[config.mk]
export PLATFORM = sky130hd
export DESIGN_NAME = lru_key_value_cache
export DESIGN_NICKNAME = d
export VERILOG_FILES = /design/src/lru_kv_pkg.sv /design/src/lru_key_value_cache.sv
export VERILOG_INCLUDE_DIRS = /design/src /design/src/src
export SDC_FILE = /design/constraint.sdc
export NUM_CORES = 1
export LEC_CHECK = 0
export ABC_AREA = 0
export BUFFER_PORTS_ARGS = -buffer_cell sky130_fd_sc_hd__buf_2
export CAP_MARGIN = 20
export CORE_MARGIN = 8
export CORE_UTILIZATION = 56
export DETAILED_ROUTE_END_ITERATION = 10
export PLACE_DENSITY = 0.78
export SLEW_MARGIN = 20
export SYNTH_ARGS = -nofsm -noshare
export SYNTH_HDL_FRONTEND = slang
export SYNTH_SLANG_ARGS = --single-unit
[constraint.sdc]
create_clock -name clk -period 9.1 [get_ports clk]
set_input_delay 0.455 -clock clk [delete_from_list [all_inputs] [get_ports clk]]
set_output_delay 0.455 -clock clk [all_outputs]
set_load 0.005 [all_outputs]
[src/lru_key_value_cache_assert.svh]
// Assertion macros for the LRU key/value cache.
// Included by lru_key_value_cache.sv; needs a clock and an active-low reset name.
`ifndef LRU_KEY_VALUE_CACHE_ASSERT_SVH
`define LRU_KEY_VALUE_CACHE_ASSERT_SVH

// Same-cycle implication, off during reset.
`define LKV_ASSERT_IMP(label, clk, rst_n, ante, cons) \
    label: assert property (@(posedge clk) disable iff (!rst_n) (ante) |-> (cons)) \
        else $error("lru cache check failed");

// Next-cycle implication, off during reset.
`define LKV_ASSERT_NEXT(label, clk, rst_n, ante, cons) \
    label: assert property (@(posedge clk) disable iff (!rst_n) (ante) |=> (cons)) \
        else $error("lru cache check failed");

`endif

[src/lru_kv_pkg.sv]
// Types and constants for the LRU key/value cache.
// No dependencies; used by lru_key_value_cache.sv.
package lru_kv_pkg;

    localparam int KEY_W     = 32;
    localparam int VALUE_W   = 32;
    localparam int CAP_W     = 5;
    localparam int CAP_RESET = 16;

    typedef enum logic [1:0] {
        ACT_ADD      = 2'd0,
        ACT_GET      = 2'd1,
        ACT_ERASE    = 2'd2,
        ACT_CONTAINS = 2'd3
    } action_t;

    typedef struct packed {
        action_t            action;
        logic [KEY_W-1:0]   key;
        logic [VALUE_W-1:0] value;
    } req_t;

    typedef struct packed {
        logic               found;
        logic [VALUE_W-1:0] read_value;
    } rsp_t;

endpackage

[src/lru_key_value_cache.sv]
// LRU key/value cache: fully associative store with recency ranks and a scan sequencer.
// Depends on lru_kv_pkg and lru_key_value_cache_assert.svh.
//
// One request at a time. A request is taken only while the sequencer is idle, then a
// find pass reads every entry's key and rank from memory to get the match, its rank
// and the entry count. Add, and get or erase on a hit, run a second pass that rewrites
// the ranks that change and, for an add, places the new entry in the first free slot.
// Each pass reads the entries one at a time; the single read port of the key and rank
// memories sets the pace. The response sits in an output register, so a new request can
// start while it waits. Ranks are dense: rank 0 is the most recent entry, the highest
// rank is evicted.
`include "lru_key_value_cache_assert.svh"

module lru_key_value_cache #(
    parameter int ENTRIES = 16
) (
    input  logic                          clk,
    input  logic                          rst_n,
    input  logic                          cfg_wr_en,
    input  logic [lru_kv_pkg::CAP_W-1:0]  cfg_wr_data,
    input  logic                          req_valid,
    output logic                          req_stall,
    input  lru_kv_pkg::req_t              req,
    output logic                          rsp_valid,
    input  logic                          rsp_stall,
    output lru_kv_pkg::rsp_t              rsp
);

    localparam int IDX_W  = (ENTRIES > 1) ? $clog2(ENTRIES) : 1;
    localparam int CNT_W  = $clog2(ENTRIES + 1);
    localparam int RANK_W = IDX_W;
    localparam int CAP_X  = (CNT_W > lru_kv_pkg::CAP_W) ? CNT_W : lru_kv_pkg::CAP_W;

    typedef enum logic [1:0] {
        IDLE,
        FIND,
        UPDATE,
        DONE
    } state_t;

    state_t                           state_reg, state_next;
    logic [lru_kv_pkg::CAP_W-1:0]     capacity_reg;
    lru_kv_pkg::req_t                 req_reg, req_next;
    logic [CNT_W-1:0]                 scan_reg, scan_next;
    logic                             pipe_vld_reg, pipe_vld_next;
    logic [IDX_W-1:0]                 pipe_idx_reg, pipe_idx_next;
    logic [CNT_W-1:0]                 count_reg, count_next;
    logic                             hit_reg, hit_next;
    logic [IDX_W-1:0]                 slot_reg, slot_next;
    logic [RANK_W-1:0]                hit_rank_reg, hit_rank_next;
    logic [CNT_W-1:0]                 nprime_reg, nprime_next;
    logic                             evict_reg, evict_next;
    logic                             inserted_reg, inserted_next;
    logic [ENTRIES-1:0]               valid_reg, valid_next;
    logic                             rsp_valid_reg, rsp_valid_next;
    lru_kv_pkg::rsp_t                 rsp_reg, rsp_next;

    logic [lru_kv_pkg::KEY_W-1:0]     key_mem  [ENTRIES];
    logic [lru_kv_pkg::VALUE_W-1:0]   data_mem [ENTRIES];
    logic [RANK_W-1:0]                rank_mem [ENTRIES];
    logic [lru_kv_pkg::KEY_W-1:0]     key_rd_reg;
    logic [lru_kv_pkg::VALUE_W-1:0]   data_rd_reg;
    logic [RANK_W-1:0]                rank_rd_reg;

    logic [IDX_W-1:0]                 raddr;
    logic                             kv_we;
    logic                             rank_we;
    logic [RANK_W-1:0]                rank_wdata;

    logic                             scan_done;
    logic                             cur_valid;
    logic [RANK_W-1:0]                cur_rank;
    logic [RANK_W-1:0]                rank_adj;
    logic                             cur_removed;
    logic                             cur_evicted;
    logic [CNT_W-1:0]                 nprime_calc;
    logic [CAP_X-1:0]                 cap_x;
    logic [CAP_X-1:0]                 cap_eff;

    assign scan_done   = (scan_reg == CNT_W'(ENTRIES));
    assign cur_valid   = valid_reg[pipe_idx_reg];
    assign cur_rank    = rank_rd_reg;
    assign raddr       = scan_reg[IDX_W-1:0];
    assign nprime_calc = count_reg - CNT_W'(hit_reg);
    assign cap_x       = CAP_X'(capacity_reg);

    // Capacity zero acts as one, capacity above the store size saturates.
    always_comb
    begin
        if (cap_x == '0)
            cap_eff = CAP_X'(1);
        else if (cap_x > CAP_X'(ENTRIES))
            cap_eff = CAP_X'(ENTRIES);
        else
            cap_eff = cap_x;
    end

    // Rank after the matching entry leaves the order (add of a present key).
    assign rank_adj    = (hit_reg && cur_rank > hit_rank_reg) ? cur_rank - RANK_W'(1) : cur_rank;
    assign cur_removed = hit_reg && (pipe_idx_reg == slot_reg);
    assign cur_evicted = evict_reg && cur_valid && !cur_removed
                         && (CNT_W'(rank_adj) == nprime_reg - CNT_W'(1));

    assign req_stall = (state_reg != IDLE);
    assign rsp_valid = rsp_valid_reg;
    assign rsp       = rsp_reg;

    always_comb
    begin
        state_next     = state_reg;
        req_next       = req_reg;
        scan_next      = scan_reg;
        pipe_vld_next  = 1'b0;
        pipe_idx_next  = pipe_idx_reg;
        count_next     = count_reg;
        hit_next       = hit_reg;
        slot_next      = slot_reg;
        hit_rank_next  = hit_rank_reg;
        nprime_next    = nprime_reg;
        evict_next     = evict_reg;
        inserted_next  = inserted_reg;
        valid_next     = valid_reg;
        rsp_valid_next = rsp_valid_reg && rsp_stall;
        rsp_next       = rsp_reg;
        kv_we          = 1'b0;
        rank_we        = 1'b0;
        rank_wdata     = '0;

        case (state_reg)
            IDLE:
            begin
                if (req_valid)
                begin
                    req_next      = req;
                    scan_next     = '0;
                    count_next    = '0;
                    hit_next      = 1'b0;
                    inserted_next = 1'b0;
                    state_next    = FIND;
                end
            end

            FIND:
            begin
                if (!scan_done)
                begin
                    pipe_vld_next = 1'b1;
                    pipe_idx_next = scan_reg[IDX_W-1:0];
                    scan_next     = scan_reg + CNT_W'(1);
                end
                if (pipe_vld_reg && cur_valid)
                begin
                    count_next = count_reg + CNT_W'(1);
                    if (key_rd_reg == req_reg.key)
                    begin
                        hit_next      = 1'b1;
                        slot_next     = pipe_idx_reg;
                        hit_rank_next = cur_rank;
                    end
                end
                if (scan_done && !pipe_vld_reg)
                begin
                    nprime_next = nprime_calc;
                    evict_next  = (nprime_calc != '0) && (CAP_X'(nprime_calc) >= cap_eff);
                    scan_next   = '0;
                    if (req_reg.action == lru_kv_pkg::ACT_ADD
                        || (hit_reg && req_reg.action != lru_kv_pkg::ACT_CONTAINS))
                        state_next = UPDATE;
                    else
                        state_next = DONE;
                end
            end

            UPDATE:
            begin
                if (!scan_done)
                begin
                    pipe_vld_next = 1'b1;
                    pipe_idx_next = scan_reg[IDX_W-1:0];
                    scan_next     = scan_reg + CNT_W'(1);
                end
                if (pipe_vld_reg)
                begin
                    case (req_reg.action)
                        lru_kv_pkg::ACT_GET:
                        begin
                            // Move the hit to the front, push younger entries back one.
                            if (cur_removed)
                            begin
                                rank_we    = 1'b1;
                                rank_wdata = '0;
                            end
                            else if (cur_valid && cur_rank < hit_rank_reg)
                            begin
                                rank_we    = 1'b1;
                                rank_wdata = cur_rank + RANK_W'(1);
                            end
                        end
                        lru_kv_pkg::ACT_ERASE:
                        begin
                            if (cur_removed)
                                valid_next[pipe_idx_reg] = 1'b0;
                            else if (cur_valid && cur_rank > hit_rank_reg)
                            begin
                                rank_we    = 1'b1;
                                rank_wdata = cur_rank - RANK_W'(1);
                            end
                        end
                        lru_kv_pkg::ACT_ADD:
                        begin
                            if (cur_valid && !cur_removed && !cur_evicted)
                            begin
                                rank_we    = 1'b1;
                                rank_wdata = rank_adj + RANK_W'(1);
                            end
                            else if (!inserted_reg)
                            begin
                                // First slot free after removal takes the new entry.
                                valid_next[pipe_idx_reg] = 1'b1;
                                kv_we         = 1'b1;
                                rank_we       = 1'b1;
                                rank_wdata    = '0;
                                inserted_next = 1'b1;
                            end
                            else
                                valid_next[pipe_idx_reg] = 1'b0;
                        end
                        default:
                        begin
                        end
                    endcase
                end
                if (scan_done && !pipe_vld_reg)
                    state_next = DONE;
            end

            DONE:
            begin
                if (!rsp_valid_reg || !rsp_stall)
                begin
                    rsp_valid_next   = 1'b1;
                    rsp_next.found   = hit_reg;
                    rsp_next.read_value = (hit_reg && req_reg.action == lru_kv_pkg::ACT_GET)
                                          ? data_rd_reg : '0;
                    state_next       = IDLE;
                end
            end

            default:
            begin
                state_next = IDLE;
            end
        endcase
    end

    always_ff @(posedge clk or negedge rst_n)
    begin
        if (!rst_n)
        begin
            state_reg     <= IDLE;
            capacity_reg  <= lru_kv_pkg::CAP_W'(lru_kv_pkg::CAP_RESET);
            scan_reg      <= '0;
            pipe_vld_reg  <= 1'b0;
            count_reg     <= '0;
            hit_reg       <= 1'b0;
            evict_reg     <= 1'b0;
            inserted_reg  <= 1'b0;
            valid_reg     <= '0;
            rsp_valid_reg <= 1'b0;
        end
        else
        begin
            state_reg     <= state_next;
            if (cfg_wr_en)
                capacity_reg <= cfg_wr_data;
            scan_reg      <= scan_next;
            pipe_vld_reg  <= pipe_vld_next;
            count_reg     <= count_next;
            hit_reg       <= hit_next;
            evict_reg     <= evict_next;
            inserted_reg  <= inserted_next;
            valid_reg     <= valid_next;
            rsp_valid_reg <= rsp_valid_next;
        end
    end

    always_ff @(posedge clk)
    begin
        req_reg      <= req_next;
        pipe_idx_reg <= pipe_idx_next;
        slot_reg     <= slot_next;
        hit_rank_reg <= hit_rank_next;
        nprime_reg   <= nprime_next;
        rsp_reg      <= rsp_next;
    end

    // Key, data and rank stores: one read address per store, one write at the scan slot.
    always_ff @(posedge clk)
    begin
        key_rd_reg  <= key_mem[raddr];
        rank_rd_reg <= rank_mem[raddr];
        data_rd_reg <= data_mem[slot_reg];
        if (kv_we)
        begin
            key_mem[pipe_idx_reg]  <= req_reg.key;
            data_mem[pipe_idx_reg] <= req_reg.value;
        end
        if (rank_we)
            rank_mem[pipe_idx_reg] <= rank_wdata;
    end

    `LKV_ASSERT_NEXT(a_accept_starts_find, clk, rst_n, req_valid && !req_stall, state_reg == FIND)
    `LKV_ASSERT_IMP(a_add_inserted, clk, rst_n, state_reg == DONE && req_reg.action == lru_kv_pkg::ACT_ADD, inserted_reg)
    `LKV_ASSERT_IMP(a_rsp_from_done, clk, rst_n, $rose(rsp_valid_reg), $past(state_reg) == DONE)
    `LKV_ASSERT_IMP(a_value_needs_hit, clk, rst_n, rsp_valid_reg && rsp_reg.read_value != '0, rsp_reg.found)

endmodule
==> results.sh, run 1 <==
export IMPL_synth_seq_cells=1310
export IMPL_power_switching_mw=3.36
export IMPL_maximum_number_of_pins_on_one_net_before_global_route_repair=115
export IMPL_drtPass1Iterations=5
export IMPL_die_span_y_um=314
export IMPL_netSwitchingFraction_pct=24.1
export IMPL_finalCriticalPeriod_ps=4640
export IMPL_post_route_drc_count=0
export IMPL_htree_num_levels=3
export IMPL_fin_crit_sh_pct=51.0
export IMPL_layout_commonest_cell="edfxtp_1"
export IMPL_critical_path_top_delay_family="buffers and inverters"
export IMPL_clk_latency_ps=710
export IMPL_intPower_mw=10.6
export IMPL_max_vdd_ir_drop_uv=190
export IMPL_portBuffers=110
export IMPL_post_dp_hpwl_um=57300
export IMPL_synth_top_cells_by_area="edfxtp_1 (73%), mux4_2 (11%), dfxtp_1 (2.7%)"
export IMPL_routed_via_count=25024
export IMPL_pwr_share_seq_pct=52.8
export IMPL_routed_wire_length_per_instance_um=28.0
export IMPL_power_per_cell_area_nw_per_um2=245
export IMPL_final_area_um2=56800
export IMPL_drt_initial_drc_count=2853
export IMPL_grtUsageTotal_pct=22.2
export IMPL_post_dp_cell_area_um2=51900
export IMPL_wp_data_required_ps=9430
export IMPL_crit_arrival_ps=4980
export IMPL_design_core_area_um2=88200
export IMPL_grt_setup_unrepaired="no"
export IMPL_syn_area_um2=49800
export IMPL_crit_chain="inv_1 > ha_1 > nor2b_1 > o211ai_1 > a21oi_1 > mux2_2 > xnor2_1 > a21boi_2 > buf_4 > nor4_2 > buf_4 > buf_4"
export IMPL_cts_tree="done"
export IMPL_numClockSinks=1310
export IMPL_finish_net_count=2784
export IMPL_max_stage_delay_ps=690
export IMPL_clock_skew_ps=76.0
export IMPL_relSlewSlack_pct=24.8
export IMPL_worst_pin_slew_ps=1130
export IMPL_ys_dominant_reg_cell="edfxtp_1"
export IMPL_finalHoldViolCount=0
export IMPL_root_buffer="clkbuf_16"
export IMPL_gr_total_overflow=0
export IMPL_crit_path_class="flip-flop to flip-flop"
export IMPL_layout_cells_most_common_list="edfxtp_1 (1204), mux4_2 (236), clkbuf_16 (121)"
export IMPL_grt_pass1_wl_um=166000
export IMPL_grt_antenna_before_repair=1
export IMPL_timing_critical_path_mode_cell="buf_4"
export IMPL_count_of_pins_over_their_slew_limit=0
export IMPL_min_path_type="input port to flip-flop"
export IMPL_yosys_warnings=0
export IMPL_route_antenna_remaining_nets=0
export IMPL_worst_setup_path_end_kind="flip-flop"
export IMPL_placedCellCount=3656
export IMPL_post_route_cells_drive_above_1_share_pct=23.6
export IMPL_cellLeakagePower_nw=18.3
export IMPL_synth_cell_types=59
export IMPL_cap_viol_max_count=0
export IMPL_synth_yosys_seq_area_share_pct=77.2
export IMPL_start_util_pct=56.4
export IMPL_synth_area_leader_cell="edfxtp_1"
export IMPL_clkTransAtPathRegs_ps=60
export IMPL_timing_final_setup_violations=0
export IMPL_syn_mean_instance_area_um2=20.3
export IMPL_wl_um=111000
export IMPL_post_synth_top_area_fraction_pct=72.6
export IMPL_ioPinCount=111
export IMPL_synth_fp_nets=2554
export IMPL_post_synth_edffs=1204
export IMPL_first_global_vias=26300
export IMPL_critical_path_max_fanout=40
export IMPL_die_width_um=314
export IMPL_cts_buffers_inserted=120
export IMPL_crit_slowest_cell="buf_4"
export IMPL_clock_power_share_pct=37.6
export IMPL_placementRows=109
export IMPL_floorplan_die_area_um2=98700
export IMPL_max_clock_freq_ghz=0.215
export IMPL_comb_power_share_pct=9.6
export IMPL_outcome="finished, final reports clean"
export IMPL_via_per_inst=6.32
export IMPL_timing_critical_path_from_type="flip-flop"
export IMPL_gpl_final_weighted_congestion=0.806
export IMPL_post_layout_nonfiller_instances=3959
export IMPL_postSynth_asyncResetShare_pct=2.90
export IMPL_area_added_between_synthesis_and_finish_pct=14.1
export IMPL_post_synth_inst_count=2455
export IMPL_cts_path_max_buffers=3
export IMPL_path_buf_inv=4
==> cell usage after synthesis, types with 11 or more instances <==
cell type and number:
a21oi_1 48, and3_1 34, buf_1 24, nor2_1 37, nand3_1 14, dfrtp_1 37
inv_1 24, dfxtp_1 68, o21ai_0 97, nor3_1 11, xor2_1 27, o31ai_1 13
xnor2_1 30, nand4_1 18, nor4_1 11, a22oi_1 40, mux4_2 236, buf_2 19
a221oi_1 37, mux2_2 32, nand2_1 92, mux2i_1 120, clkbuf_1 84, edfxtp_1 1204
ha_1 23
==> final cells by class <==
cell class              instances  area (um2)
diodes                          1        2.50
clock buffers                 144        3190
clock inverters                86         975
fillers                      5439       31400
inverters                      24        92.6
multi-input cells             993       10900
flip-flops and latches       1310       38500
well taps                    1165        1460
repair buffers                236        1720
==> timing repair <==
item | 4_1_cts | 5_1_grt
hold buffers | 71 | 0
buffers inserted | 0 | 0
gates resized for setup | 0 | 0
endpoints found under the hold margin | 106 | 0
==> through the flow <==
stage | hold slack, ps | setup TNS (ps) | power, mW | setup WS, ps | util, %
global placement | 465 | 0 | 8.70 | 4710 | 58.8
floorplan | 159 | -6390 | 8.24 | -49.9 | -
detailed placement | 478 | 0 | 8.77 | 4550 | 58.8
CTS | 2.84 | 0 | 14.0 | 4570 | 64.3
global route | 37.9 | 0 | 14.3 | 4250 | 64.4
finish | 49.6 | 0 | 13.9 | 4460 | 64.4
==> final timing paths <==
path                                          start                        end  slack (ps)  cells after the start
max in group asynchronous                     rst_n    scan_reg[0]$_DFFE_PN0P_        7930                      2
worst max-delay path            cur_rank[0]$_DFF_P_  data_mem[9][17]$_DFFE_PP_        4460                     12
worst min register to register            flip-flop                  flip-flop         500                      1
min in group asynchronous                     rst_n       cap_x[1]$_DFFE_PN0P_         450                      2
worst max register to register  cur_rank[0]$_DFF_P_  data_mem[9][17]$_DFFE_PP_        4460                     12
worst min-delay path                        req[34]      req_reg[34]$_DFFE_PP_          50                      1
==> routing by layer <==
layer | GRT usage (%) | wire length (um) | vias to the layer above | part of all wire (%)
met1 | 29.5 | 41700 | 12918 | 38
li1 | - | - | 10513 | -
met2 | 38.0 | 57000 | 1376 | 51
met3 | 3.67 | 9130 | 217 | 8.2
met4 | 6.61 | 3010 | 0 | 2.7
met5 | 0 | 0 | - | 0
==> kinds of logic after synthesis <==
kind of cell    after synthesis  synth area share, %
flops                      1310                 77.2
mux                         390                 13.9
simple gates                263                 2.80
compound gates              260                 3.34
buf+inv                     152                 1.20
xor+xnor                     57                 1.00
fa+ha+maj                    23                0.578
==> power by group through the flow <==
stage | clock network (mW) | registers (mW) | logic, mW
after CTS | 5.31 | 7.35 | 1.34
after detailed placement | 0 | 7.47 | 1.30
final | 5.25 | 7.36 | 1.34
after global routing | 5.53 | 7.39 | 1.43
after global placement | 0 | 7.44 | 1.27
after floorplan | 0 | 7.29 | 0.948
No activity file was read; power rests on OpenSTA's default activity.
==> run 2: changes to the inputs <==
==> constraint.sdc (replaced) <==
create_clock -name clk -period 4.2 [get_ports clk]
set_input_delay 0.21 -clock clk [delete_from_list [all_inputs] [get_ports clk]]
set_output_delay 0.21 -clock clk [all_outputs]
set_load 0.005 [all_outputs]
==> results.sh, run 2 (same netlist as run 1, synthesis figures left out) <==
export IMPL_outcome="finished, final reports clean"
export IMPL_gr_total_overflow=0
export IMPL_top_layer_used="met4"
export IMPL_max_vdd_ir_drop_uv=400
export IMPL_htree_num_levels=3
export IMPL_clkTransAtPathRegs_ps=70
export IMPL_post_route_cells_drive_above_1_share_pct=23.9
export IMPL_gpl_final_weighted_congestion=0.842
export IMPL_cts_buffers_inserted=121
export IMPL_critical_path_max_fanout=26
export IMPL_worst_setup_slack_final_ps=621
export IMPL_post_dp_hpwl_um=56500
export IMPL_intPower_mw=22.8
export IMPL_power_per_cell_area_nw_per_um2=526
export IMPL_cellLeakagePower_nw=18.4
export IMPL_max_clock_freq_ghz=0.279
export IMPL_preCtsSetupSlack_ps=735
export IMPL_crit_path_class="flip-flop to flip-flop"
export IMPL_met2_length_um=56200
export IMPL_final_core_utilization_pct=64.8
export IMPL_drtPass1Iterations=5
export IMPL_finalCriticalPeriod_ps=3580
export IMPL_dr_wl_met3_um=8760
export IMPL_clock_power_share_pct=37.2
export IMPL_worst_setup_path_end_kind="flip-flop"
export IMPL_area_added_between_synthesis_and_finish_pct=14.8
export IMPL_timing_final_setup_violations=0
export IMPL_finish_net_count=2791
export IMPL_power_switching_mw=7.22
export IMPL_grt_pass1_wl_um=167000
export IMPL_count_of_pins_over_their_slew_limit=0
export IMPL_numClockSinks=1310
export IMPL_routed_via_count=25107
export IMPL_layout_commonest_cell="edfxtp_1"
export IMPL_hold_ws_ps=218
export IMPL_route_antenna_remaining_nets=0
export IMPL_floorplan_die_area_um2=98700
export IMPL_wire_length_the_detailed_router_placed_on_met1_um=42400
export IMPL_clk_latency_ps=690
export IMPL_cts_hold_buffers=80
export IMPL_ioPinCount=111
export IMPL_timing_critical_path_from_type="flip-flop"
export IMPL_die_span_y_um=314
export IMPL_pwr_share_seq_pct=52.9
export IMPL_wl_um=111000
export IMPL_wp_data_required_ps=4510
export IMPL_cts_tree="done"
export IMPL_layout_cells_most_common_list="edfxtp_1 (1204), mux4_2 (236), clkbuf_16 (123)"
export IMPL_cap_viol_max_count=0
export IMPL_die_width_um=314
export IMPL_design_core_area_um2=88200
export IMPL_comb_power_share_pct=9.9
export IMPL_maximum_number_of_pins_on_one_net_before_global_route_repair=129
export IMPL_placementRows=109
export IMPL_post_route_drc_count=0
export IMPL_grt_antenna_before_repair=3
export IMPL_cts_resized=0
export IMPL_min_path_type="input port to async pin"
export IMPL_netSwitchingFraction_pct=24.0
export IMPL_finalHoldViolCount=0
export IMPL_fin_crit_sh_pct=85.2
export IMPL_portBuffers=110
export IMPL_relSlewSlack_pct=26.8
export IMPL_clock_skew_ps=42.9
export IMPL_start_util_pct=56.4
export IMPL_grtUsageTotal_pct=22.4
export IMPL_worst_pin_slew_ps=1100
export IMPL_rrSetupSlack_ps=620
export IMPL_drt_initial_drc_count=3002
export IMPL_cts_path_max_buffers=3
export IMPL_via_per_inst=6.33
export IMPL_routed_wire_length_per_instance_um=28.1
export IMPL_grt_setup_unrepaired="no"
export IMPL_first_global_vias=26179
export IMPL_cts_repair_timing_setup_buffer_count=0
export IMPL_crit_arrival_ps=3890
export IMPL_root_buffer="clkbuf_16"
## run 2: cell count changes in the layout (fill, tap and decap cells not counted), moves of 7 or more
| cell | delta |
|---|---|
| buf_12 | +20 |
| buf_4 | -19 |
| clkbuf_1 | +9 |
| clkbuf_8 | +7 |
| clkinv_1 | -13 |
| dlygate4sd3_1 | +9 |
| nor4_2 | -7 |
| nor4_4 | +7 |
## run 2: area by class of cell
type	instances	area [um2]
clock inverter	68	718
fill	5412	31100
multi-input combinational	993	11000
clock buffer	162	3370
antenna	2	5.00
sequential	1310	38500
tap	1165	1460
inverter	24	92.6
timing repair buffer	242	2020
## run 2: stage by stage
stage	instance area [um2]	setup TNS, ps	cells	power [mW]
after floorplan	50100	-381830	2455	17.9
after global placement	52300	0	3654	18.9
after detailed placement	52300	0	3654	19.0
after CTS	57200	0	3964	30.2
after global routing	57200	0	3966	30.9
final	57200	0	3966	30.0
## run 2: final timing paths
path | start | endpoint | cells after the start
hold / removal | rst_n | async pin | 2
setup / recovery | cur_rank[2]$_DFF_P_ | data_mem[2][9]$_DFFE_PP_ | 10
hold reg to reg | scan_reg[4]$_DFFE_PN0P_ | scan_reg[4]$_DFFE_PN0P_ | 1
max in group asynchronous | rst_n | scan_reg[0]$_DFFE_PN0P_ | 2
min in group clk | req[0] | req_reg[0]$_DFFE_PP_ | 2
setup reg to reg | cur_rank[2]$_DFF_P_ | data_mem[2][9]$_DFFE_PP_ | 10
## run 2: routing by layer
metal	up-vias	global-route usage, %
met5	-	0
met4	0	7.96
met3	261	3.56
met2	1310	37.7
met1	12999	29.8
li1	10537	-
## run 2: worst max-delay path: stages, from the launching register on
cell and delay (ps):
dfxtp_1 520, ha_1 340, nand4_1 190, nand2_1 100, a21oi_2 220, mux2_4 370
xnor2_4 240, a21boi_4 80, buf_4 290, nor4_4 320, buf_4 520
## run 2: power by group through the flow
stage,Combinational (mW),Clock (mW),Sequential (mW)
final,2.97,11.2,15.9
after global routing,3.19,11.8,16.0
after CTS,2.98,11.3,15.9
after detailed placement,2.87,0,16.1
after global placement,2.80,0,16.1
after floorplan,2.15,0,15.8
==> run 3: changes to the inputs <==
--- a/config.mk
+++ b/config.mk
@@ -9,10 +9,13 @@
 export ABC_AREA = 0
 export BUFFER_PORTS_ARGS = -buffer_cell sky130_fd_sc_hd__buf_2
 export CAP_MARGIN = 20
-export CORE_MARGIN = 8
-export CORE_UTILIZATION = 56
+export CELL_PAD_IN_SITES_DETAIL_PLACEMENT = 0
+export CELL_PAD_IN_SITES_GLOBAL_PLACEMENT = 1
+export CORE_MARGIN = 2
+export CORE_UTILIZATION = 50
 export DETAILED_ROUTE_END_ITERATION = 10
-export PLACE_DENSITY = 0.78
+export GPL_TIMING_DRIVEN = 0
+export PLACE_DENSITY = 0.79
 export SLEW_MARGIN = 20
 export SYNTH_ARGS = -nofsm -noshare
 export SYNTH_HDL_FRONTEND = slang
==> results.sh, run 3 (same netlist as run 1, synthesis figures left out) <==
export IMPL_ioPinCount=111
export IMPL_layout_commonest_cell="edfxtp_1"
export IMPL_grt_pass1_wl_um=175000
export IMPL_clock_skew_ps=32.1
export IMPL_power_per_cell_area_nw_per_um2=520
export IMPL_root_buffer="clkbuf_16"
export IMPL_finalCriticalPeriod_ps=3970
export IMPL_post_dp_hpwl_um=80100
export IMPL_max_clock_freq_ghz=0.252
export IMPL_worst_setup_path_startpoint="cur_rank[0]$_DFF_P_"
export IMPL_drt_initial_drc_count=3018
export IMPL_die_span_y_um=320
export IMPL_post_route_cells_drive_above_1_share_pct=26.2
export IMPL_post_layout_nonfiller_instances=4325
export IMPL_grt_antenna_before_repair=3
export IMPL_finalHoldViolCount=0
export IMPL_pwr_share_seq_pct=51.3
export IMPL_timing_critical_path_from_type="flip-flop"
export IMPL_post_route_drc_count=0
export IMPL_clkTransAtPathRegs_ps=60
export IMPL_design_core_area_um2=98600
export IMPL_crit_reg2reg_capture="key_mem[10][9]$_DFFE_PP_"
export IMPL_count_of_pins_over_their_slew_limit=0
export IMPL_maximum_number_of_pins_on_one_net_before_global_route_repair=49
export IMPL_routed_via_count=26022
export IMPL_netSwitchingFraction_pct=24.4
export IMPL_grt_setup_unrepaired="no"
export IMPL_die_width_um=320
export IMPL_start_util_pct=50.5
export IMPL_cts_path_max_buffers=3
export IMPL_route_antenna_remaining_nets=0
export IMPL_htree_num_levels=4
export IMPL_power_switching_mw=7.46
export IMPL_fill_cells=6762
export IMPL_portBuffers=110
export IMPL_cts_resized=0
export IMPL_min_path_type="input port to async pin"
export IMPL_worst_setup_path_end_kind="flip-flop"
export IMPL_rrSetupSlack_ps=230
export IMPL_placementRows=115
export IMPL_cts_tree="done"
export IMPL_first_global_vias=26507
export IMPL_clock_power_share_pct=37.2
export IMPL_critical_path_max_fanout=10
export IMPL_wl_um=119000
export IMPL_routed_wire_length_per_instance_um=27.6
export IMPL_clk_latency_ps=730
export IMPL_crit_arrival_ps=4390
export IMPL_gpl_final_weighted_congestion=0.815
export IMPL_comb_power_share_pct=11.5
export IMPL_relSlewSlack_pct=28.0
export IMPL_via_per_inst=6.02
export IMPL_fin_crit_sh_pct=94.6
export IMPL_cap_viol_max_count=0
export IMPL_placedCellCount=4001
export IMPL_worst_pin_slew_ps=1080
export IMPL_numClockSinks=1310
export IMPL_grtUsageTotal_pct=23.6
export IMPL_layout_cells_most_common_list="edfxtp_1 (1204), mux4_2 (236), clkbuf_16 (135)"
export IMPL_floorplan_die_area_um2=102000
export IMPL_wp_data_required_ps=4610
export IMPL_launch_point_of_the_worst_reg_to_reg_path="cur_rank[0]$_DFF_P_"
export IMPL_gr_total_overflow=0
export IMPL_area_added_between_synthesis_and_finish_pct=18.3
export IMPL_ff2ff_path_depth=14
export IMPL_cts_buffers_inserted=130
export IMPL_intPower_mw=23.2
export IMPL_outcome="finished, final reports clean"
export IMPL_cellLeakagePower_nw=19.2
export IMPL_max_vdd_ir_drop_uv=348
export IMPL_drtPass1Iterations=6
export IMPL_timing_final_setup_violations=0
export IMPL_finish_net_count=3031
export IMPL_hold_ws_ps=170
export IMPL_final_core_utilization_pct=59.8
export IMPL_crit_path_class="flip-flop to flip-flop"
-- run 3: repair_timing --
action | 4_1_cts | 5_1_grt
hold endpoints to repair | 119 | 0
pin swaps | 0 | 2
setup buffers | 0 | 2
hold buffers | 80 | 0
cloned | 0 | 0
endpoints found under the setup margin | 1 | 10
-- run 3: area by class of cell --
| class | instances | area [um2] | area share [%] |
|---|---|---|---|
| diodes | 2 | 5.00 | 0.00850 |
| plain buffers | 127 | 533 | 0.905 |
| clock buffers | 175 | 3650 | 6.19 |
| clock inverters | 61 | 558 | 0.947 |
| inverters | 24 | 95.1 | 0.161 |
| multi-input cells | 993 | 11000 | 18.7 |
| flip-flops and latches | 1310 | 38500 | 65.3 |
| well taps | 1287 | 1610 | 2.73 |
| repair buffers | 346 | 2960 | 5.03 |
-- run 3: layer usage --
layer,global-route usage (%),routed length (um),up-vias
met3,3.70,10100,221
li1,-,-,11013
met2,38.2,57900,1248
met4,8.27,3570,4
met5,0,33,-
met1,33.0,47900,13536
-- run 3: worst max-delay path: stages (launching register included) --
cell and delay (ps):
dfxtp_2 350, buf_6 130, inv_2 50, ha_2 190, nor2b_4 110, o211a_1 240, o2111ai_2 200, xnor2_2 190
nor4_4 460, a21boi_4 260, buf_12 240, nor4_4 490, buf_4 330, buf_8 180, buf_4 220
-- run 3: power groups by stage --
stage               registers (mW)  logic, mW  clock network, mW
global route                  15.8       3.74               12.0
global placement              15.9       3.23                  0
CTS                           15.7       3.49               11.5
detailed placement            16.0       3.41                  0
finish                        15.7       3.51               11.4
floorplan                     15.8       2.15                  0
-- run 3: worst max path at each step --
| stage | slack, ps | cells after the start | endpoint |
|---|---|---|---|
| final | 230 | 14 | key_mem[10][9]$_DFFE_PP_ |
| after global routing | 2 | 14 | key_mem[10][5]$_DFFE_PP_ |
| after CTS | 90 | 15 | data_mem[5][24]$_DFFE_PP_ |
| after detailed placement | -10 | 11 | scan_reg[3]$_DFFE_PN0P_ |
| after global placement | -3320 | 11 | key_mem[11][12]$_DFFE_PP_ |
| after floorplan | -500 | 10 | data_mem[11][0]$_DFFE_PP_ |
-- run 3: per-stage QoR --
step	setup WS [ps]	TNS (ps)	power [mW]	cell area [um2]
2_1_floorplan	-504	-381830	17.9	50100
3_3_place_gp	-3320	-3298270	19.2	52200
3_5_place_dp	-11.9	-11.9	19.4	53800
4_1_cts	94.3	0	30.7	58800
5_1_grt	2.33	0	31.5	58900
6_report	225	0	30.6	58900
